File: src/rtl/clps_pkg.sv
package clps_pkg;

   localparam int CW        = 13;
   localparam int EW        = 14;
   localparam int ADDR_BITS = 25;
   localparam int PIX_BITS  = 12;

   localparam logic [2:0] REG_CLIP_LEFT   = 3'd0;
   localparam logic [2:0] REG_CLIP_TOP    = 3'd1;
   localparam logic [2:0] REG_CLIP_RIGHT  = 3'd2;
   localparam logic [2:0] REG_CLIP_BOTTOM = 3'd3;
   localparam logic [2:0] REG_ROW_PITCH   = 3'd4;

   localparam logic KIND_LINE = 1'b0;
   localparam logic KIND_TICK = 1'b1;

   // setup result handed from the front part to the walker
   typedef struct packed {
      logic          line;       // 1: new line command, 0: step tick
      logic          rejected;
      logic [CW-1:0] x0;
      logic [CW-1:0] y0;
      logic [CW-1:0] major;
      logic [CW-1:0] minor;
      logic          x_major;
      logic          x_neg;
      logic          y_neg;
   } cmd_type;

   typedef struct packed {
      logic [11:0] left;
      logic [11:0] top;
      logic [11:0] right;
      logic [11:0] bottom;
      logic [13:0] pitch;
   } clip_cfg_type;

endpackage

File: src/rtl/clps_if.sv


interface clps_rsp_if;
   logic        valid;
   logic        ready;
   logic        pixel_valid;
   logic [11:0] pixel_x;
   logic [11:0] pixel_y;
   logic [24:0] pixel_address;
   logic        last_pixel;
   logic        line_rejected;
   modport source (output valid, pixel_valid, pixel_x, pixel_y, pixel_address,
                   last_pixel, line_rejected, input ready);
   modport sink   (input valid, pixel_valid, pixel_x, pixel_y, pixel_address,
                   last_pixel, line_rejected, output ready);
endinterface


File: src/rtl/clps_walk.sv
// Bresenham walker with registered result stage.
module clps_walk
   import clps_pkg::*;
(
   input  logic         clock,
   input  logic         reset,
   input  clip_cfg_type cfg,
   input  logic         in_valid,
   output logic         in_ready,
   input  cmd_type      in_cmd,
   clps_rsp_if.source   rsp
);
   logic          act_ff, act_in;
   logic [CW-1:0] cx_ff, cx_in, cy_ff, cy_in, maj_ff, maj_in, min_ff, min_in;
   logic [CW-1:0] steps_ff, steps_in;
   logic [EW-1:0] err_ff, err_in, esum;
   logic          xm_ff, xm_in, xn_ff, xn_in, yn_ff, yn_in;
   logic          ov_ff, ov_in;
   logic          pv_ff, pv_in, last_ff, last_in, rej_ff, rej_in;
   logic [11:0]   px_ff, px_in, py_ff, py_in;
   logic [11:0]   ax_ff, ax_in;
   logic [25:0]   prod;
   logic [24:0]   addr;
   logic [CW-1:0] sx, sy;
   logic          take;

   assign in_ready = !ov_ff || rsp.ready;
   assign take     = in_valid && in_ready;
   // multiply sits after the output register
   assign prod = py_ff * cfg.pitch;
   assign addr = prod[24:0] + 25'(ax_ff);

   always_comb begin
      act_in = act_ff; cx_in = cx_ff; cy_in = cy_ff; maj_in = maj_ff;
      min_in = min_ff; steps_in = steps_ff; err_in = err_ff;
      xm_in = xm_ff; xn_in = xn_ff; yn_in = yn_ff;
      ov_in = ov_ff && !rsp.ready;
      pv_in = pv_ff; last_in = last_ff; rej_in = rej_ff;
      px_in = px_ff; py_in = py_ff; ax_in = ax_ff;
      sx = xn_ff ? '1 : CW'(1);
      sy = yn_ff ? '1 : CW'(1);
      esum = err_ff + EW'(min_ff);
      if (take) begin
         ov_in = 1'b1;
         pv_in = 1'b0; last_in = 1'b0; rej_in = 1'b0;
         px_in = '0; py_in = '0; ax_in = '0;
         if (in_cmd.line) begin
            rej_in = in_cmd.rejected;
            act_in = !in_cmd.rejected;
            cx_in = in_cmd.x0; cy_in = in_cmd.y0;
            maj_in = in_cmd.major; min_in = in_cmd.minor;
            steps_in = in_cmd.major; err_in = '0;
            xm_in = in_cmd.x_major; xn_in = in_cmd.x_neg; yn_in = in_cmd.y_neg;
         end else if (act_ff) begin
            pv_in = 1'b1;
            px_in = cx_ff[11:0]; py_in = cy_ff[11:0]; ax_in = cx_ff[11:0];
            last_in = steps_ff <= CW'(1);
            if (xm_ff) cx_in = cx_ff + sx;
            else       cy_in = cy_ff + sy;
            err_in = esum;
            if (esum >= EW'(maj_ff)) begin
               err_in = esum - EW'(maj_ff);
               if (xm_ff) cy_in = cy_ff + sy;
               else       cx_in = cx_ff + sx;
            end
            if (steps_ff <= CW'(1)) begin
               steps_in = '0;
               act_in = 1'b0;
            end else begin
               steps_in = steps_ff - 1'b1;
            end
         end
      end
   end

   always_ff @(posedge clock) begin
      if (reset) begin
         act_ff <= 1'b0; ov_ff <= 1'b0; steps_ff <= '0;
         cx_ff <= '0; cy_ff <= '0; maj_ff <= '0; min_ff <= '0; err_ff <= '0;
         xm_ff <= 1'b0; xn_ff <= 1'b0; yn_ff <= 1'b0;
      end else begin
         act_ff <= act_in; ov_ff <= ov_in; steps_ff <= steps_in;
         cx_ff <= cx_in; cy_ff <= cy_in; maj_ff <= maj_in; min_ff <= min_in;
         err_ff <= err_in; xm_ff <= xm_in; xn_ff <= xn_in; yn_ff <= yn_in;
      end
      pv_ff <= pv_in; last_ff <= last_in; rej_ff <= rej_in;
      px_ff <= px_in; py_ff <= py_in; ax_ff <= ax_in;
   end

   assign rsp.valid         = ov_ff;
   assign rsp.pixel_valid   = pv_ff;
   assign rsp.pixel_x       = px_ff;
   assign rsp.pixel_y       = py_ff;
   assign rsp.pixel_address = addr;
   assign rsp.last_pixel    = last_ff;
   assign rsp.line_rejected = rej_ff;

   a_excl: assert property (@(posedge clock) disable iff (reset)
      ov_ff |-> !(pv_ff && rej_ff)) else $error("pixel on rejected line");
   a_last: assert property (@(posedge clock) disable iff (reset)
      take && !in_cmd.line && act_ff && steps_ff <= CW'(1) |=> !act_ff)
      else $error("walk did not end");
   a_active: assert property (@(posedge clock) disable iff (reset)
      act_ff |-> steps_ff != '0) else $error("active with no steps");
endmodule

File: src/flat_wrapper.sv
// flat-port wrapper written by rule: the top's interface ports become plain ports
module clps_walk_flat import clps_pkg::*;
  (clock, reset, cfg, in_valid, in_ready, in_cmd, rsp_valid, rsp_pixel_valid, rsp_pixel_x, rsp_pixel_y, rsp_pixel_address, rsp_last_pixel, rsp_line_rejected, rsp_ready);
  clps_rsp_if rsp_i ();
  input  logic clock;
  input  logic reset;
  input  clip_cfg_type cfg;
  input  logic in_valid;
  output logic in_ready;
  input  cmd_type in_cmd;
  output wire logic [$bits(rsp_i.valid)-1:0] rsp_valid;
  output wire logic [$bits(rsp_i.pixel_valid)-1:0] rsp_pixel_valid;
  output wire logic [$bits(rsp_i.pixel_x)-1:0] rsp_pixel_x;
  output wire logic [$bits(rsp_i.pixel_y)-1:0] rsp_pixel_y;
  output wire logic [$bits(rsp_i.pixel_address)-1:0] rsp_pixel_address;
  output wire logic [$bits(rsp_i.last_pixel)-1:0] rsp_last_pixel;
  output wire logic [$bits(rsp_i.line_rejected)-1:0] rsp_line_rejected;
  input wire logic [$bits(rsp_i.ready)-1:0] rsp_ready;
  assign rsp_valid = rsp_i.valid;
  assign rsp_pixel_valid = rsp_i.pixel_valid;
  assign rsp_pixel_x = rsp_i.pixel_x;
  assign rsp_pixel_y = rsp_i.pixel_y;
  assign rsp_pixel_address = rsp_i.pixel_address;
  assign rsp_last_pixel = rsp_i.last_pixel;
  assign rsp_line_rejected = rsp_i.line_rejected;
  assign rsp_i.ready = rsp_ready;
  clps_walk u_core (.clock(clock), .reset(reset), .cfg(cfg), .in_valid(in_valid), .in_ready(in_ready), .in_cmd(in_cmd), .rsp(rsp_i));
endmodule
File: config.mk
export PLATFORM = sky130hd
export DESIGN_NAME = clps_walk_flat
export DESIGN_NICKNAME = d
export VERILOG_FILES = /design/src/rtl/clps_pkg.sv /design/src/rtl/clps_if.sv /design/src/rtl/clps_walk.sv /design/src/flat_wrapper.sv
export SDC_FILE = /design/constraint.sdc
export NUM_CORES = 1
export LEC_CHECK = 0
export BUFFER_PORTS_ARGS = -buffer_cell sky130_fd_sc_hd__clkbuf_2
export CAP_MARGIN = 20
export CORE_ASPECT_RATIO = 0.5
export CORE_MARGIN = 3
export CORE_UTILIZATION = 60
export CTS_BUF_LIST = sky130_fd_sc_hd__clkbuf_8 sky130_fd_sc_hd__clkbuf_16
export DETAILED_ROUTE_END_ITERATION = 8
export PLACE_DENSITY = 0.94
export SLEW_MARGIN = 20
export SYNTH_ARGS = -nofsm -noshare
export SYNTH_HDL_FRONTEND = slang
export SYNTH_SLANG_ARGS = --single-unit
File: constraint.sdc
create_clock -name clock -period 7.37 [get_ports clock]
set_input_delay 0.3685 -clock clock [delete_from_list [all_inputs] [get_ports clock]]
set_output_delay 0.3685 -clock clock [all_outputs]
set_load 0.005 [all_outputs]
== Word-level counts from Yosys, hierarchy flattened ==
Cells that the tools add are included.
Storage, ports and cells
  output and inout port bits: 54
  register bits: 111
  input bits: 123
  logic and storage cells: 59
Cells by class
  bitwise logic cells: 1
  mux-type cells: 23
  add/subtract/negate cells: 6
  reductions and logical operators: 10
  $mul: 1
  $lt $le $gt $ge: 2
Operators with widths (count)
  $mux W13: 15
  $mux W14: 3
  $add A13 B13 Y13: 2
  $add A25 B12 Y25: 1
  $mul A12 B14 Y25: 1
  $add A14 B13 Y14: 1
  $ge A14 B13 Y1: 1
  $sub A14 B13 Y14: 1
  $le A13 B1 Y1 const B: 1
  $sub A13 B1 Y13 const B: 1
  $mux W1: 5
  $reduce_and A2 Y1: 2
  $logic_not A1 Y1: 3
  $logic_and A1 B1 Y1: 2
  $reduce_bool A2 Y1: 1
  $reduce_or A2 Y1: 1
  $logic_or A1 B1 Y1: 1
  $not A1 Y1: 1

== Logic depth before layout (Yosys ltp) ==
  depth after elaboration: 7
  mapped depth: 21
  mapped depth without buffers: 20

== Least setup slack after synthesis ==
No wires, ideal clock.
  kind: flip-flop to output port
  start: register u_core.py_ff[1] (netlist: u_core.rsp.pixel_y[1])
  end: output port rsp_pixel_address[21]
  path slack: 1.709 ns
  required time: 7.002 ns
  arrival time: 5.293 ns
  stages on the path, launching flop included: 20
  path buffers: 1
  cells stage by stage: edfxtp_1 -> clkbuf_1 -> and2_1 -> fa_1 -> inv_1 -> fa_1 -> inv_1 -> fa_1 -> fa_1 -> inv_1 -> fa_1 -> inv_1 -> ha_1 -> or3_1 -> a31o_2 -> a21o_1 -> o41a_1 -> a41oi_1 -> nor2b_1 -> xnor2_1
On the way
  longest elaborated chain between the ends: 2
RTL lines
  start, declared: RTL line clps_walk.sv:20  | logic [11:0] px_ff, px_in, py_ff, py_in;
  start signal, assigned: RTL line clps_walk.sv:87  | px_ff <= px_in; py_ff <= py_in; ax_ff <= ax_in;
  $mul A12 B14 Y25: RTL line clps_walk.sv:30  | assign prod = py_ff * cfg.pitch;
  $add A25 B12 Y25: RTL line clps_walk.sv:31  | assign addr = prod[24:0] + 25'(ax_ff);
  end, declared: RTL line flat_wrapper.sv:15  | output wire logic [$bits(rsp_i.pixel_address)-1:0] rsp_pixel_address;
No other way between the ends.

== Worst setup path after layout ==
  start: register u_core.py_ff[1] (netlist: u_core.rsp.pixel_y[1])
  end: output port rsp_pixel_address[24]
Same word-level chain as after synthesis.

==> metrics.md <==
| Metric | Value |
|---|---|
| Outcome | `finished, final reports clean` |
| CP Class | `reg -> out` |
| DRC | `0` |
| CTS tree | `yes` |
| Slew Limit Headroom | `30.2%` |
| Period utilization | `around nine tenths` |
| Layout area overhead | `8.50%` |
| Hold buffers post-CTS | `0` |
| WL final | `31200 µm` |
| Placed cell areas | `0.0134 mm²` |
| First-pass GRT wire length | `~52000 µm` |
| Max_cap viols | `0` |
| Post-Syn Area | `0.0126 mm²` |
| FMAX | `151 MHz` |
| Met2 Track Usage GR | `around half` |
| Post-synth EDFFs | `27` |
| Mapped Nets | `1858` |
| First DRT Iteration DRCs | `915` |
| Vias in the first global route | `between 10000 and 15000` |
| Synth area leaders | `fa_1 21%, dfxtp_1 13%, ha_1 12%` |
| CTS buffer count | `9` |
| Worst Reg-to-Reg Cells | `16` |
| Clk Latency, worst-skew pair | `0.36 ns` |
| RSZ-0062 raised after global routing | `false` |
| Unique masters post-synth | `73` |
| Endpoints failing hold | `0` |
| Core area | `about 0.02 mm²` |
| R2r startpoint | `u_core.err_ff[0]$_SDFFE_PP0P_` |
| Min-Delay Path Class | `in -> reg` |
| DR vias | `10731` |
| Buffers on Ports | `126` |
| Total power per unit cell area | `234 mW/mm²` |
| Total track usage | `28.2%` |
| H-tree levels | `3` |
| # setup viols final | `0` |
| Post-synth top flop | `dfxtp_1` |
| Largest net degree at the start of global routing | `approximately 70` |
| R2R setup slack | `2.85 ns` |
| CP Capture Type | `primary output` |
| Yosys top cell area share | `21.3%` |
| Clock Tree Buf Depth | `2` |
| Leak | `6.47 nW` |
| Max Fanout on Critical Path | `15` |
| Post-route antenna net violation count | `0` |
| # diodes | `0` |
| Worst Tran Pin Value | `1.04 ns` |
| Final worst clock skew | `0.00950 ns` |
| Required @ worst endpoint | `7.00 ns` |
| Post-Syn Instances | `1479` |
| Met3 usage | `3.94%` |
| Vias per cell | `5.85` |
| Share of layout cells above drive strength 1 | `11.0%` |
| DP HPWL | `24100 µm` |
| Worst setup path endpoint | `rsp_pixel_address[24]` |
| Min cycle time layout | `6.63 ns` |
| Sequential-to-total area share from yosys stat | `19.5%` |
| Nets | `1943` |
| WL/cell | `~17 µm` |
| Initial Utilization | `62.9%` |
| Post-synth ARST share | `0%` |
| GRT Residual Overflow | `0` |
| Root Driver | `clkbuf_16` |
| Area leader, netlist | `fa_1` |
| Final Max Tran Viols | `0` |
| FP Rows | `36` |
| Num Clock Sinks | `109` |
| Die H | `about 110 µm` |
| Synthesized flop and latch total | `109` |
| Final RePlAce weighted congestion | `0.935` |
| Clock-pin slew on the worst setup and hold paths | `0.08 ns` |
| GR Util met1 | `34.2%` |
| Worst setup SP type | `flop` |
| Post-CTS Resized | `0` |
| Peak supply drop | `around 0.00018 V` |
| DIE AREA | `0.0229 mm²` |
| Critical Path AT | `6.26 ns` |
| YS warnings | `0` |
| Worst Setup SP | `u_core.rsp.pixel_y[1]$_SDFFCE_PP0P_` |
| # IOs | `~180` |
| Mean Syn Cell Area | `8.52 µm²` |
| Initial antenna violation count | `0` |
| Setup_tns | `0 ns` |
| Cell area after layout | `0.0137 mm²` |
| Reg2reg end | `u_core.cy_ff[2]$_SDFFE_PP0P_` |
| Die W | `between 200 and 250 µm` |
| Setup repair bufs after CTS | `0` |
| GRT busiest layer | `met2` |
| DRT Pass-1 Iters | `5` |
sequential cells by signal (all words and copies together), names as in the netlist, 12 cells and up:
name,cells
u_core.err_ff,14
u_core.steps_ff,13
u_core.rsp.pixel_y,12
u_core.cy_ff,12
u_core.cx_ff,12
u_core.maj_ff,13
u_core.min_ff,13
u_core.ax_ff,12
layout make-up:
cell class,instances,area [µm²]
timing repair buffer,133,683
clock buffer,9,225
fill,1479,6370
tap,266,333
sequential,109,2450
multi-input combinational,1081,9060
inverter,230,863
clock inverter,7,58.8
metal layers:
metal,up-vias,wire length (µm)
li1,5026,-
met1,5192,12700
met2,414,15300
met3,99,2020
met4,0,1150
met5,-,0
cells in the mapped netlist (27+ instances only):
| cell type | n |
|---|---|
| dfxtp_1 | 82 |
| and2_1 | 109 |
| a21oi_1 | 84 |
| nor3_1 | 30 |
| inv_1 | 230 |
| xnor2_1 | 44 |
| clkbuf_1 | 54 |
| nor2_1 | 64 |
| fa_1 | 134 |
| o21ai_1 | 31 |
| nand2_1 | 196 |
| edfxtp_1 | 27 |
| ha_1 | 122 |
cell usage in the layout, fill, tap and decap left out, types with 44 or more instances in the layout:
cell type | Yosys | final
a21oi_1 | 84 | 84
and2_1 | 109 | 109
clkbuf_2 | 0 | 126
dfxtp_1 | 82 | 82
fa_1 | 134 | 134
ha_1 | 122 | 122
inv_1 | 230 | 230
nand2_1 | 196 | 196
nor2_1 | 64 | 64
xnor2_1 | 44 | 44
per-stage QoR:
stage          setup slack, ns  power (mW)  instances  hold WS [ns]  utilization (%)
3_3_place_gp              1.26        2.65       1819         0.442             66.8
6_report                 0.744        3.20       1835         0.228             68.2
2_1_floorplan             1.71        2.11       1479         0.433                -
5_1_grt                  0.522        3.53       1835         0.232             68.2
4_1_cts                  0.768        3.21       1835         0.221             68.2
3_5_place_dp              1.14        2.73       1819         0.446             66.8
worst min-delay path by stage:
stage,startpoint,cells after the start,slack [ns],to
final,in_cmd[8],3,0.23,u_core.min_ff[5]$_SDFFE_PP0P_
after global routing,in_cmd[3],3,0.23,u_core.min_ff[0]$_SDFFE_PP0P_
after CTS,in_cmd[3],3,0.22,u_core.min_ff[0]$_SDFFE_PP0P_
after detailed placement,u_core.err_ff[6]$_SDFFE_PP0P_,2,0.45,u_core.err_ff[6]$_SDFFE_PP0P_
after floorplan,u_core.err_ff[2]$_SDFFE_PP0P_,2,0.43,u_core.err_ff[2]$_SDFFE_PP0P_
after global placement,u_core.err_ff[9]$_SDFFE_PP0P_,2,0.44,u_core.err_ff[9]$_SDFFE_PP0P_
cell families (layout without fill, tap and decap cells):
group	count (synthesis)	after routing	synth area share (%)
AO/OA/AOI/OAI	274	274	14.1
XOR/XNOR	61	61	4.24
adder cells (fa/ha/maj)	256	256	33.4
buffers and inverters	289	379	8.70
flip-flops	109	109	19.5
multiplexers	30	30	2.51
AND/OR/NAND/NOR	460	460	17.6
critical path, cell delays in order, from the launching register on:
cell      delay [ns]
edfxtp_1        0.60
and2_1          0.29
fa_1            0.52
inv_1           0.06
fa_1            0.47
inv_1           0.06
fa_1            0.49
fa_1            0.54
inv_1           0.05
fa_1            0.48
inv_1           0.04
ha_1            0.32
o21a_1          0.21
o21ai_0         0.35
a21oi_1         0.12
a21oi_1         0.42
o211ai_1        0.20
a31o_1          0.24
a21oi_1         0.17
xnor2_1         0.13
clkbuf_2        0.13
report_power, final:
part	switching, mW	internal (mW)
logic	1.16	0.901
clock network	0.235	0.234
registers	0.0368	0.639
total	1.43	1.77
Power figures use the tool's default switching activity.
