**config.mk**
```make
export PLATFORM = sky130hd
export DESIGN_NAME = clps_queue
export DESIGN_NICKNAME = d
export VERILOG_FILES = /design/src/rtl/clps_pkg.sv /design/src/rtl/clps_queue.sv
export SDC_FILE = /design/constraint.sdc
export NUM_CORES = 1
export LEC_CHECK = 0
export ABC_AREA = 1
export ABC_CLOCK_PERIOD_IN_PS = 3400
export BUFFER_PORTS_ARGS = -buffer_cell sky130_fd_sc_hd__buf_2
export CORE_ASPECT_RATIO = 0.5
export CORE_MARGIN = 2
export CORE_UTILIZATION = 47
export DETAILED_ROUTE_END_ITERATION = 8
export PLACE_DENSITY = 0.75
export SYNTH_ARGS = -nofsm -noshare
export SYNTH_HDL_FRONTEND = slang
export SYNTH_SLANG_ARGS = --single-unit
```
**constraint.sdc**
```tcl
create_clock -name clock -period 3.4 [get_ports clock]
set_input_delay 0.34 -clock clock [delete_from_list [all_inputs] [get_ports clock]]
set_output_delay 0.34 -clock clock [all_outputs]
set_load 0.02 [all_outputs]
```
**src/rtl/clps_pkg.sv**
```systemverilog
package clps_pkg;

   localparam int CW        = 13;
   localparam int EW        = 14;
   localparam int ADDR_BITS = 25;
   localparam int PIX_BITS  = 12;

   localparam logic [2:0] REG_CLIP_LEFT   = 3'd0;
   localparam logic [2:0] REG_CLIP_TOP    = 3'd1;
   localparam logic [2:0] REG_CLIP_RIGHT  = 3'd2;
   localparam logic [2:0] REG_CLIP_BOTTOM = 3'd3;
   localparam logic [2:0] REG_ROW_PITCH   = 3'd4;

   localparam logic KIND_LINE = 1'b0;
   localparam logic KIND_TICK = 1'b1;

   // setup result handed from the front part to the walker
   typedef struct packed {
      logic          line;       // 1: new line command, 0: step tick
      logic          rejected;
      logic [CW-1:0] x0;
      logic [CW-1:0] y0;
      logic [CW-1:0] major;
      logic [CW-1:0] minor;
      logic          x_major;
      logic          x_neg;
      logic          y_neg;
   } cmd_type;

   typedef struct packed {
      logic [11:0] left;
      logic [11:0] top;
      logic [11:0] right;
      logic [11:0] bottom;
      logic [13:0] pitch;
   } clip_cfg_type;

endpackage

```
**src/rtl/clps_queue.sv**
```systemverilog
// Two-entry command queue between setup and walker.
module clps_queue
   import clps_pkg::*;
(
   input  logic    clock,
   input  logic    reset,
   input  logic    in_valid,
   output logic    in_ready,
   input  cmd_type in_cmd,
   output logic    out_valid,
   input  logic    out_ready,
   output cmd_type out_cmd
);
   cmd_type    mem_ff [2];
   logic       wp_ff, wp_in, rp_ff, rp_in;
   logic [1:0] cnt_ff, cnt_in;
   logic       push, pop;

   assign in_ready  = cnt_ff != 2'd2;
   assign out_valid = cnt_ff != 2'd0;
   assign out_cmd   = mem_ff[rp_ff];
   assign push = in_valid && in_ready;
   assign pop  = out_valid && out_ready;

   always_comb begin
      wp_in  = push ? !wp_ff : wp_ff;
      rp_in  = pop ? !rp_ff : rp_ff;
      cnt_in = cnt_ff + {1'b0, push} - {1'b0, pop};
   end

   always_ff @(posedge clock) begin
      if (reset) begin
         wp_ff <= 1'b0; rp_ff <= 1'b0; cnt_ff <= '0;
      end else begin
         wp_ff <= wp_in; rp_ff <= rp_in; cnt_ff <= cnt_in;
      end
      if (push) mem_ff[wp_ff] <= in_cmd;
   end

   a_cnt: assert property (@(posedge clock) disable iff (reset)
      cnt_ff != 2'd3) else $error("queue count overflow");
   a_ptr: assert property (@(posedge clock) disable iff (reset)
      (cnt_ff == 2'd0 || cnt_ff == 2'd2) |-> wp_ff == rp_ff) else $error("pointer slip");
   a_push: assert property (@(posedge clock) disable iff (reset)
      push && !pop |=> cnt_ff == $past(cnt_ff) + 2'd1) else $error("push lost");
endmodule

```
# After elaboration in Yosys (flattened, before gate mapping)
# Memory sizes are Yosys's and may differ from the RTL's. A register that Yosys moved wholly into a read port is not among the register bits.
# Index checks and enable logic that the tools add are counted.
[totals]
memories = 1
inputBits = 61
ramBits = 114
register_bits = 4
[memory_table]
columns = ["memory", "words", "width", "read_ports", "rd_clocked_by_memory_dff", "write_ports", "line", "rtl"]
rows = [
  ["mem_ff", 2, 57, 1, 1, 1, "clps_queue.sv:14", "cmd_type mem_ff [2];"],
]
[classes]
n_reduce_logical = 5
addsub = 2
eq_ne = 1
mux = 4
[op_table]
columns = ["cell", "n"]
rows = [
  ["1-bit two-way mux", 4],
  ["2-bit by 1-bit adder with 2-bit output", 1],
  ["1-bit logical AND", 2],
  ["1-bit zero test", 2],
  ["2-bit != test (second input constant)", 1],
  ["2-bit nonzero test", 1],
  ["2-bit by 1-bit subtractor with 2-bit output", 1],
]

# Logic depth before layout (Yosys ltp)
# Gate-level depths: netlist (run 1).
[depth]
ltp_word = 4
depth_mapped = 11

# Worst setup path before layout (run 1)
# Ideal clock, no wire load.
[synth_timing]
kind = "flip-flop to flip-flop"
from = "register cnt_ff[0]"
to = "memory mem_ff[1][0] in the netlist's numbering (enable)"
period_less_slack_ns = 3.640
t_required_ns = 2.926
path_buffers = 0
setup_time_ns = 0.474
slack_ns = -0.240
arrival_ns = 3.166
stages_incl_launch_ff = 5
path_cell_list = "dfxtp_1 inv_1 nand2_1 nand2_1 nor2_1"
[synth_between]
elab_chain_cells = 4
[synth_rtl]
columns = ["item", "line", "rtl"]
rows = [
  ["from (decl)", "clps_queue.sv:16", "logic [1:0] cnt_ff, cnt_in;"],
  ["from (signal assigned)", "clps_queue.sv:35", "wp_ff <= wp_in; rp_ff <= rp_in; cnt_ff <= cnt_in;"],
  ["2-bit != test", "clps_queue.sv:19", "assign in_ready = cnt_ff != 2'd2;"],
  ["named net in_ready", "clps_queue.sv:8", "output logic in_ready,"],
  ["1-bit logical AND", "clps_queue.sv:22", "assign push = in_valid && in_ready;"],
  ["1-bit two-way mux", "clps_queue.sv:37", "if (push) mem_ff[wp_ff] <= in_cmd;"],
  ["1-bit two-way mux (not written as such)", "clps_queue.sv:37", ""],
  ["to (decl)", "clps_queue.sv:14", ""],
]
# The timed path passes the listed nets, and every way through them passes these cells.

==> summary.md, run 1 <==
| Metric | Value |
|---|---|
| Syn-to-layout area delta | 27.3% |
| Status | finished, final reports clean |
| Count leader, synth | edfxtp_1 |
| Fillcell total | 657 |
| Max-slew violations | 0 |
| CTS tree | done |
| Clk_lat worst skew | 400 ps |
| RSZ-0062 raised after global routing | no |
| Maximum clock path buffer count | 2 |
| Total grt overflow | 0 |
| Avg Cell Area, Syn | 21.0 µm² |
| # Max-Cap Violations | 0 |
| DR WL/cell | 16.6 µm |
| Total detailed-routing wirelength | 7990 µm |
| Max incr delay on CP | 910 ps |
| Vias in the first global route | 2,404 |
| Relative slew slack | 39.2% |
| # Post-CTS Setup Buffers | 0 |
| Inserted Clock Buffers | 17 |
| Largest cells by area after synthesis | edfxtp_1 (77%), mux2_4 (10%), mux2_2 (6.8%), dfxtp_1 (2.2%), buf_6 (1.0%) |
| Die area | 10,300 µm² |
| H-tree levels | 4 |
| Skew final | 7.30 ps |
| Storage element area | 3530 µm² |
| Fin Setup TNS | 0 ps |
| Mapped Nets | 275 |
| Final hold vios | 0 |
| I/O Pins | 120 |
| CP Capture Type | output pin |
| WHS | 121 ps |
| Worst path slowest cell | dfxtp_4 |
| Yosys warns | 0 |
| Detailed Place HPWL | 5260 µm |
| Site row count | 25 |
| Sequential share of the synthesized area | 78.9% |
| Max Fclk | 436 MHz |
| Tot Pwr | 0.00458 W |
| Die Height | 72.9 µm |
| DR vias/cell | 4.78 |
| # DRC | 0 |
| Clock Tree Root | clkbuf_16 |
| Ordered cell list for the critical path | mux2_2, buf_2 |
| Number of synthesized flops with an enable pin | 114 |
| Initial antenna violation count | 0 |
| Final Cycle Share | 67.5% |
| Final ANT Viol Nets | 0 |
| CP required | 3060 ps |
| Slew of the pin with the lowest slew margin | 912 ps |
| Port Buffer Count | 119 |
| # nets final | 409 |
| Total number of vias | 2,293 |
| Post-synth top area share | 76.6% |
| Cell area after layout | 5690 µm² |
| Primary FF master, synth | edfxtp_1 |
| Ant. Diodes | 0 |
| Resize count post-CTS | 0 |
| Initial DRC count | 118 |
| Placed Instance Area | 5210 µm² |
| DR pass1 iterations | 4 |
| Final Wtd Congestion | 0.818 |
| Fin worst setup slack | 1110 ps |
| Hold Buf Count CTS | 0 |
| Global-route wire length before repair | 11,800 µm |
| Largest net degree at the start of global routing | 58 |
| Pwr Density | 805 nW/µm² |
| CP bufs+invs | 1 |
| Fin crit period | 2290 ps |
| Leakage | 2.22 nW |
| Critical setup path kind | flip-flop to output pin |
| Ys async rst share | 0% |
| Footprint of the multi-input gates | 875 µm² |
| Worst slack, placed | 1350 ps |
| Worst Hold Class | input port to flip-flop |
| Mapped Area | 4470 µm² |
| Crit start category | flip-flop |
| CP max FO | 57 |
| Starting density of the core | 47.8% |
| # clock sinks | 119 |
| Post-synth top area cell | edfxtp_1 |
| CP delay by family, top | flip-flops |
| Cells after Synth | 213 |
| Flop and latch count out of synthesis | 119 |
| Peak VDD IR | 0.418 mV |
| Share of post-route cells with drive strength above 1 | 55.7% |
| Die span in x | 142 µm |
| Setup violators final | 0 |
| Distinct cell type count after synthesis | 14 |
| Synth cell count leaders | edfxtp_1 (114), mux2_4 (30), mux2_2 (27), nor2_1 (9) |
| Worst Path Arrival | 1950 ps |
| Reg clk slew, reported paths | 50 ps |
| Core ar. | 9350 µm² |
| Total GRT Usage | 16.1% |
-- placed cells by master, fill, tap and decap left out --
| cell type | netlist | final |
|---|---|---|
| a21oi_1 | 2 | 2 |
| buf_12 | 0 | 1 |
| buf_2 | 2 | 119 |
| buf_4 | 0 | 1 |
| clkbuf_1 | 0 | 5 |
| clkbuf_16 | 0 | 17 |
| clkinv_1 | 0 | 7 |
| clkinv_2 | 0 | 2 |
| dfxtp_1 | 5 | 4 |
| dfxtp_4 | 0 | 1 |
| edfxtp_1 | 114 | 114 |
| ha_1 | 1 | 1 |
| inv_1 | 8 | 8 |
| mux2_2 | 27 | 27 |
| mux2_4 | 30 | 30 |
| nand2_1 | 8 | 8 |
| nand3_1 | 1 | 1 |
| nor2_1 | 9 | 7 |
| nor2_4 | 0 | 2 |
| nor3_1 | 1 | 1 |
| xnor2_1 | 1 | 1 |
-- worst register-to-register path, stage by stage (launching register included) --
cell,delay (ps)
dfxtp_1,350
inv_1,50
nand2_1,90
nand2_1,200
nor2_4,350
buf_4,570
-- path summary, 6_finish.rpt --
| kind | start | endpoint | slack (ps) | cells past startpoint |
|---|---|---|---|---|
| setup / recovery | flip-flop | out_cmd[9] | 1110 | 2 |
| hold / removal | reset | cnt_ff[0]$_SDFF_PP0_ | 120 | 2 |
| setup reg to reg | cnt_ff[0]$_SDFF_PP0_ | mem_ff[0][43]$_DFFE_PP_ | 1380 | 5 |
| hold reg to reg | rp_ff$_SDFFE_PP0P_ | flip-flop | 550 | 2 |
-- sequential cells by signal, summed over array words and instances, names as in the netlist, named ones only --
register	flops
cnt_ff	2
rp_ff	1
mem_ff	114
wp_ff	1
-- report_power, final --
group | internal, W | switching [W] | total, W
Clock | 0.000900 | 0.000546 | 0.00145
Sequential | 0.00187 | 0.000153 | 0.00202
Combinational | 0.000493 | 0.000614 | 0.00111
-- cells by family (layout without fill, tap and decap cells) --
| logic type | Yosys count | count (layout) | share of synthesized area (%) |
|---|---|---|---|
| multiplexers | 57 | 57 | 16.9 |
| adder cells (fa/ha/maj) | 1 | 1 | 0.280 |
| flip-flops | 119 | 119 | 78.9 |
| XOR/XNOR | 1 | 1 | 0.196 |
| buffers and inverters | 14 | 160 | 1.90 |
| AO/OA/AOI/OAI | 2 | 2 | 0.224 |
| AND/OR/NAND/NOR | 19 | 19 | 1.65 |
-- final cells by class --
| type | count | share of cell area, % |
|---|---|---|
| clock buffers | 22 | 7.81 |
| repair buffers | 121 | 11.0 |
| inverters | 8 | 0.528 |
| flip-flops and latches | 119 | 62.0 |
| clock inverters | 9 | 0.638 |
| well taps | 121 | 2.66 |
| multi-input cells | 80 | 15.4 |
-- routing by layer --
metal  global-route usage (%)  vias to the layer above  wire, µm  share of wire [%]
met5                        0                        -         0                  0
met4                     8.89                        0       147                1.8
met3                     5.71                       13       347                4.3
met2                     29.5                       59      4450                 56
met1                     16.4                     1129      3040                 38
li1                         -                     1092         -                  -
-- through the flow --
step	utilization, %	std cells
3_3_place_gp	55.7	449
6_report	60.8	480
5_1_grt	60.8	480
2_1_floorplan	-	213
4_1_cts	60.8	480
3_5_place_dp	55.7	449
Power figures use the tool's default switching activity.
==> inputs of run 2 (changes only) <==
--- a/config.mk
+++ b/config.mk
@@ -6,13 +6,13 @@
 export NUM_CORES = 1
 export LEC_CHECK = 0
 export ABC_AREA = 1
-export ABC_CLOCK_PERIOD_IN_PS = 3400
+export ABC_CLOCK_PERIOD_IN_PS = 2120
 export BUFFER_PORTS_ARGS = -buffer_cell sky130_fd_sc_hd__buf_2
 export CORE_ASPECT_RATIO = 0.5
 export CORE_MARGIN = 2
-export CORE_UTILIZATION = 47
+export CORE_UTILIZATION = 52
 export DETAILED_ROUTE_END_ITERATION = 8
-export PLACE_DENSITY = 0.75
+export PLACE_DENSITY = 0.79
 export SYNTH_ARGS = -nofsm -noshare
 export SYNTH_HDL_FRONTEND = slang
 export SYNTH_SLANG_ARGS = --single-unit
==> constraint.sdc (replaced) <==
create_clock -name clock -period 2.12 [get_ports clock]
set_input_delay 0.212 -clock clock [delete_from_list [all_inputs] [get_ports clock]]
set_output_delay 0.212 -clock clock [all_outputs]
set_load 0.02 [all_outputs]
==> run 2 against run 1 <==
  * Critical path depth is 1 higher
  * Combinational power is 84% higher
  * Power is 72% higher
  * Clock-buffer cell count is 4 lower
  * Non-clock buffer count is 53 higher
  * Critical path type unchanged
  * Largest power group unchanged
==> summary.md, run 2 (synthesized netlist as in run 1, its figures left out) <==
| Metric | Value |
|---|---|
| # DRC | 0 (unchanged) |
| Final hold vios | 0 (unchanged) |
| Max incr delay on CP | 400 ps (-510 ps) |
| Final Wtd Congestion | 0.678 (-17%) |
| Ordered cell list for the critical path | buf_12, mux2_2, buf_2 |
| Total number of vias | 2,520 (+9.9%) |
| Inserted Clock Buffers | 17 (unchanged) |
| Total grt overflow | 0 (unchanged) |
| Starting density of the core | 54.7% (+6.9 points) |
| Peak VDD IR | 0.887 mV (+110%) |
| Initial DRC count | 128 (+8.5%) |
| Largest net degree at the start of global routing | 58 (unchanged) |
| Pwr Density | 1250 nW/µm² (+55%) |
| Max Fclk | 536 MHz |
| Die Height | 69.5 µm (-4.7%) |
| Status | finished, final reports clean |
| Worst Path Arrival | 1650 ps (-300 ps) |
| Fillcell total | 488 (-26%) |
| Met1 WL | 3300 µm (+8.6%) |
| Setup violators final | 0 (unchanged) |
| CTS tree | done |
| Total detailed-routing wirelength | 8530 µm (+6.7%) |
| Non-filler cells, final | 525 (+9.4%) |
| Ant. Diodes | 0 (unchanged) |
| # clock sinks | 119 (unchanged) |
| Post-Place Cells | 443 (-1.3%) |
| Skew final | 8.70 ps (+1.41 ps) |
| Final ANT Viol Nets | 0 (unchanged) |
| # Post-CTS Setup Buffers | 0 (unchanged) |
| Site row count | 23 (-8.0%) |
| Cell area after layout | 6310 µm² (+11%) |
| WL met3 | 394 µm (+14%) |
| # Max-Cap Violations | 0 (unchanged) |
| Core ar. | 8170 µm² (-13%) |
| Slew of the pin with the lowest slew margin | 405 ps (-507 ps) |
| Worst path slowest cell | mux2_2 |
| Top routing layer in use | met4 |
| CP max FO | 57 (unchanged) |
| Clock Tree Root | clkbuf_16 |
| Initial antenna violation count | 0 (unchanged) |
| Fin crit period | 1860 ps |
| Critical setup path kind | flip-flop to output pin |
| CP Capture Type | output pin |
| Hold Buf Count CTS | 46 (+46) |
| Placed Instance Area | 5240 µm² (+0.70%) |
| Leakage | 2.50 nW (+13%) |
| Max-slew violations | 0 (unchanged) |
| DR WL/cell | 16.2 µm (-2.4%) |
| Vias in the first global route | 2,785 (+16%) |
| Clk_lat worst skew | 400 ps (about the same) |
| CP required | 1910 ps (-1150 ps) |
| Resize count post-CTS | 0 (unchanged) |
| Worst slack, placed | 487 ps (-861 ps) |
| I/O Pins | 120 (unchanged) |
| Commonest non-fill, non-tap cell in the layout | buf_2 |
| Total GRT Usage | 19.6% (+3.5 points) |
| Final Cycle Share | 87.9% |
| Die span in x | 135 µm (-4.8%) |
| WL met2 | 4720 µm (+6.0%) |
| Fin worst setup slack | 256 ps (-850 ps) |
| Detailed Place HPWL | 5120 µm (-2.5%) |
| DR vias/cell | 4.80 (+0.48%) |
| Maximum clock path buffer count | 2 (unchanged) |
| DR pass1 iterations | 4 (unchanged) |
| RSZ-0062 raised after global routing | no |
| Die area | 9390 µm² (-9.2%) |
| Reg clk slew, reported paths | 50 ps (about the same) |
| Syn-to-layout area delta | 41.2% |
| Relative slew slack | 73.0% (+34 points) |
| H-tree levels | 4 (unchanged) |
| Largest registers | mem_ff (114), cnt_ff (2) |
| Commonest non-fill, non-tap cells in the layout | buf_2 (119), edfxtp_1 (114), dlygate4sd3_1 (50) |
| Share of post-route cells with drive strength above 1 | 50.8% (-4.9 points) |
| Worst Hold Class | input port to flip-flop |
| Port Buffer Count | 119 (unchanged) |
| Max reg flops | 114 (unchanged) |
| # nets final | 462 (+13%) |
| Crit start category | flip-flop |
| Biggest register | mem_ff |
| Global-route wire length before repair | 13,400 µm (+14%) |
run 2: cell types whose count changed in the layout (fill, tap and decap cells not counted), sizes merged:
cell	previous run	this run
bufinv	0	3
clkbuf	22	18
clkinv	9	11
dlygate4sd3	0	50
buf	121	124
run 2: power by group:
group | leakage [nW] | internal (W) | switching (W)
Sequential | 1.11 | 0.00299 | 0.000104
Clock | 0.284 | 0.00181 | 0.000926
Combinational | 1.11 | 0.000882 | 0.00116
run 2: worst paths after layout:
check / from / to / slack, ps / cells past startpoint
setup / recovery: flip-flop / out_cmd[3] / 260 / 3
hold / removal: in_cmd[50] / mem_ff[1][50]$_DFFE_PP_ / 20 / 1
setup reg to reg: cnt_ff[0]$_SDFF_PP0_ / cnt_ff[1]$_SDFF_PP0_ / 440 / 11
hold reg to reg: rp_ff$_SDFFE_PP0P_ / flip-flop / 540 / 2
run 2: critical path: cells and delay by family, from the launching register on:
kind | cells | cell delay (ps)
buffers and inverters | 2 | 490
flip-flops | 1 | 350
multiplexers | 1 | 400
run 2: metrics by stage:
stage / util (%) / power, W / setup TNS (ps) / hold slack [ps]
2_1_floorplan: - / 0.00453 / -64560 / 283
3_3_place_gp: 64.1 / 0.00502 / 0 / 401
3_5_place_dp: 64.1 / 0.00511 / 0 / 403
4_1_cts: 76.7 / 0.00790 / 0 / 0.171
5_1_grt: 77.2 / 0.00820 / 0 / 1.51
6_report: 77.2 / 0.00787 / 0 / 17.2
run 2: final cells by class:
cell class	instances	area, µm²	area share, %
well taps	112	140	2.22
clock buffers	18	429	6.80
clock inverters	14	139	2.20
flip-flops and latches	119	3530	55.9
multi-input cells	80	875	13.9
repair buffers	174	1170	18.6
inverters	8	30.0	0.476
run 2: metal layers:
metal  track usage [%]  vias up
met4              8.56        0
met5                 0        -
li1                  -     1200
met3              7.24       10
met1              21.3     1234
met2              34.6       76
==> inputs of run 3 (changes only) <==
==> constraint.sdc (replaced) <==
create_clock -name clock -period 2.12 [get_ports clock]
set_input_delay 0.212 -clock clock [delete_from_list [all_inputs] [get_ports clock]]
set_output_delay 0.212 -clock clock [all_outputs]
set_load 0.1 [all_outputs]
==> run 3 against run 2 <==
  * Final area grew 16%
  * Largest cell class unchanged
  * Maximum frequency shrank 8.4%
  * First-iteration DRC count grew 63%
  * Largest power group is now combinational logic
  * Combinational power grew to 2.7 times the previous value
  * Sequential power grew 1%
==> summary.md, run 3 (synthesized netlist as in run 1, its figures left out) <==
| Metric | Value |
|---|---|
| Status | finished, final reports clean |
| Hold path depth | 3 (+2) |
| Min-delay src | in_valid |
| Die Height | 69.5 µm (unchanged) |
| Peak VDD IR | 1.48 mV (+67%) |
| CTS tree | done |
| Biggest register | mem_ff |
| Critical setup path kind | flip-flop to flip-flop |
| Max-slew violations | 0 (unchanged) |
| CP required | 2410 ps (+500 ps) |
| Final Cycle Share | 96.0% (+8.0 points) |
| Global-route wire length before repair | 18,000 µm (+34%) |
| Max reg flops | 114 (unchanged) |
| Hold EP | wp_ff$_SDFFE_PP0P_ |
| DR WL/cell | 22.3 µm (+37%) |
| Leakage | 2.86 nW (+14%) |
| Syn-to-layout area delta | 63.3% |
| # DRC | 0 (unchanged) |
| Fin Setup TNS | 0 ps (unchanged) |
| DR vias/cell | 5.19 (+8.2%) |
| Largest registers | mem_ff (114), cnt_ff (2) |
| Largest net degree at the start of global routing | 37 (-36%) |
| Worst slack, placed | 437 ps (-50.1 ps) |
| H-tree levels | 4 (unchanged) |
| Clk_lat worst skew | 410 ps (about the same) |
| Max Fclk | 492 MHz (-8.4%) |
| Initial antenna violation count | 1 (+1) |
| Slew of the pin with the lowest slew margin | 484 ps (+79.4 ps) |
| Initial DRC count | 208 (+63%) |
| Skew final | 6.59 ps (-2.12 ps) |
| DR pass1 iterations | 4 (unchanged) |
| Inserted Clock Buffers | 17 (unchanged) |
| Core ar. | 8170 µm² (unchanged) |
| Pwr Density | 1600 nW/µm² (+29%) |
| Relative slew slack | 67.9% (-5.1 points) |
| Total GRT Usage | 27.3% (+7.7 points) |
| Reg clk slew, reported paths | 50 ps (about the same) |
| Final ANT Viol Nets | 0 (unchanged) |
| # clock sinks | 119 (unchanged) |
| Share of post-route cells with drive strength above 1 | 51.9% (+1.0 points) |
| FF-to-FF End | cnt_ff[1]$_SDFF_PP0_ |
| Launching point of the worst reg2reg path | cnt_ff[1]$_SDFF_PP0_ |
| Vias in the first global route | 2,977 (+6.9%) |
| Worst Path Arrival | 2320 ps (+670 ps) |
| # nets final | 471 (+1.9%) |
| CP max FO | 5 (-91%) |
| R2R depth | 9 (-2) |
| Die area | 9390 µm² (unchanged) |
| Total grt overflow | 0 (unchanged) |
| Maximum clock path buffer count | 2 (unchanged) |
| Commonest non-fill, non-tap cell in the layout | edfxtp_1 |
| Clock Tree Root | clkbuf_16 |
| CP Capture Type | flip-flop |
| Worst Hold Class | input port to flip-flop |
| RSZ-0062 raised after global routing | no |
| I/O Pins | 120 (unchanged) |
| Starting density of the core | 54.7% (unchanged) |
| Crit start category | flip-flop |
| # Max-Cap Violations | 0 (unchanged) |
| Fin crit period | 2030 ps (+170 ps) |
| Worst reg2reg setup slack | 90 ps (-350 ps) |
| Total number of vias | 2,779 (+10%) |
| Final hold vios | 0 (unchanged) |
| Die span in x | 135 µm (unchanged) |
| Total detailed-routing wirelength | 11,900 µm (+40%) |
| Fin worst setup slack | 85.7 ps (-170 ps) |
| Port Buffer Count | 119 (unchanged) |
| Detailed Place HPWL | 5830 µm (+14%) |
| Commonest non-fill, non-tap cells in the layout | edfxtp_1 (114), buf_2 (62), dlygate4sd3_1 (58), buf_12 (58), mux2_4 (30) |
| Final Wtd Congestion | 0.686 (+1.1%) |
| Site row count | 23 (unchanged) |
| Setup violators final | 0 (unchanged) |
run 3: changes by cell type in the layout (fill, tap and decap cells not counted), moves of 2 or more:
cell | before | now
buf_2 | 119 | 62
buf_12 | 3 | 58
dlygate4sd3_1 | 50 | 58
clkinv_1 | 5 | 1
buf_4 | 2 | 5
clkinvlp_4 | 0 | 3
nand2_1 | 8 | 6
run 3: critical path, stage by stage (launching register included):
cell and delay (ps):
dfxtp_1 510, nor2_1 160, nor2_2 270, xnor2_1 200, ha_1 250, inv_1 60, nand2_1 70, nand2_1 100
a21oi_1 210, nor2_1 80
run 3: per-layer routing:
| layer | vias up | part of all wire (%) | GRT usage (%) |
|---|---|---|---|
| li1 | 1214 | - | - |
| met3 | 24 | 7.3 | 7.75 |
| met1 | 1384 | 37 | 32.2 |
| met2 | 157 | 54 | 48.1 |
| met4 | 0 | 2.3 | 9.72 |
| met5 | - | 0 | 0 |
run 3: report_power, final:
group | leakage, nW | switching (W) | internal, W
Clock | 0.296 | 0.00105 | 0.00195
Combinational | 1.46 | 0.00364 | 0.00193
Sequential | 1.11 | 0.000145 | 0.00299
Total | 2.86 | 0.00483 | 0.00687
run 3: worst max-delay path by stage:
stage,startpoint,end,depth (start not counted)
2_1_floorplan,cnt_ff[0]$_SDFF_PP0_,mem_ff[1][0]$_DFFE_PP_,4
3_3_place_gp,cnt_ff[1]$_SDFF_PP0_,cnt_ff[1]$_SDFF_PP0_,9
3_5_place_dp,cnt_ff[1]$_SDFF_PP0_,cnt_ff[1]$_SDFF_PP0_,9
4_1_cts,flip-flop,out_cmd[10],3
5_1_grt,cnt_ff[1]$_SDFF_PP0_,cnt_ff[1]$_SDFF_PP0_,9
6_report,cnt_ff[1]$_SDFF_PP0_,cnt_ff[1]$_SDFF_PP0_,9
run 3: area by class of cell:
cell class	count	area, µm²
Inverter	8	30.0
Fill cell	305	877
Timing Repair Buffer	183	2090
Clock inverter	15	185
Antenna cell	1	2.50
Tap cell	112	140
Sequential cell	119	3530
Clock buffer	17	425
Multi-Input combinational cell	80	896
run 3: timing repair:
| action | CTS | global route |
|---|---|---|
| resized for setup | 0 | 1 |
| buffers inserted | 0 | 0 |
| endpoints found under the setup margin | 0 | 1 |
| hold endpoints to repair | 116 | 0 |
| hold buffers | 58 | 0 |
run 3: through the flow:
| step | util, % | total power, W | hold slack [ps] | cells | cell area [µm²] |
|---|---|---|---|---|---|
| after global placement | 74.6 | 0.00842 | 398 | 444 | 6100 |
| after detailed placement | 74.6 | 0.00854 | 404 | 444 | 6100 |
| final | 89.3 | 0.0117 | 239 | 535 | 7300 |
| after floorplan | - | 0.00672 | 283 | 213 | 4500 |
| after CTS | 89.2 | 0.0116 | 115 | 534 | 7290 |
| after global routing | 89.3 | 0.0120 | 224 | 535 | 7300 |
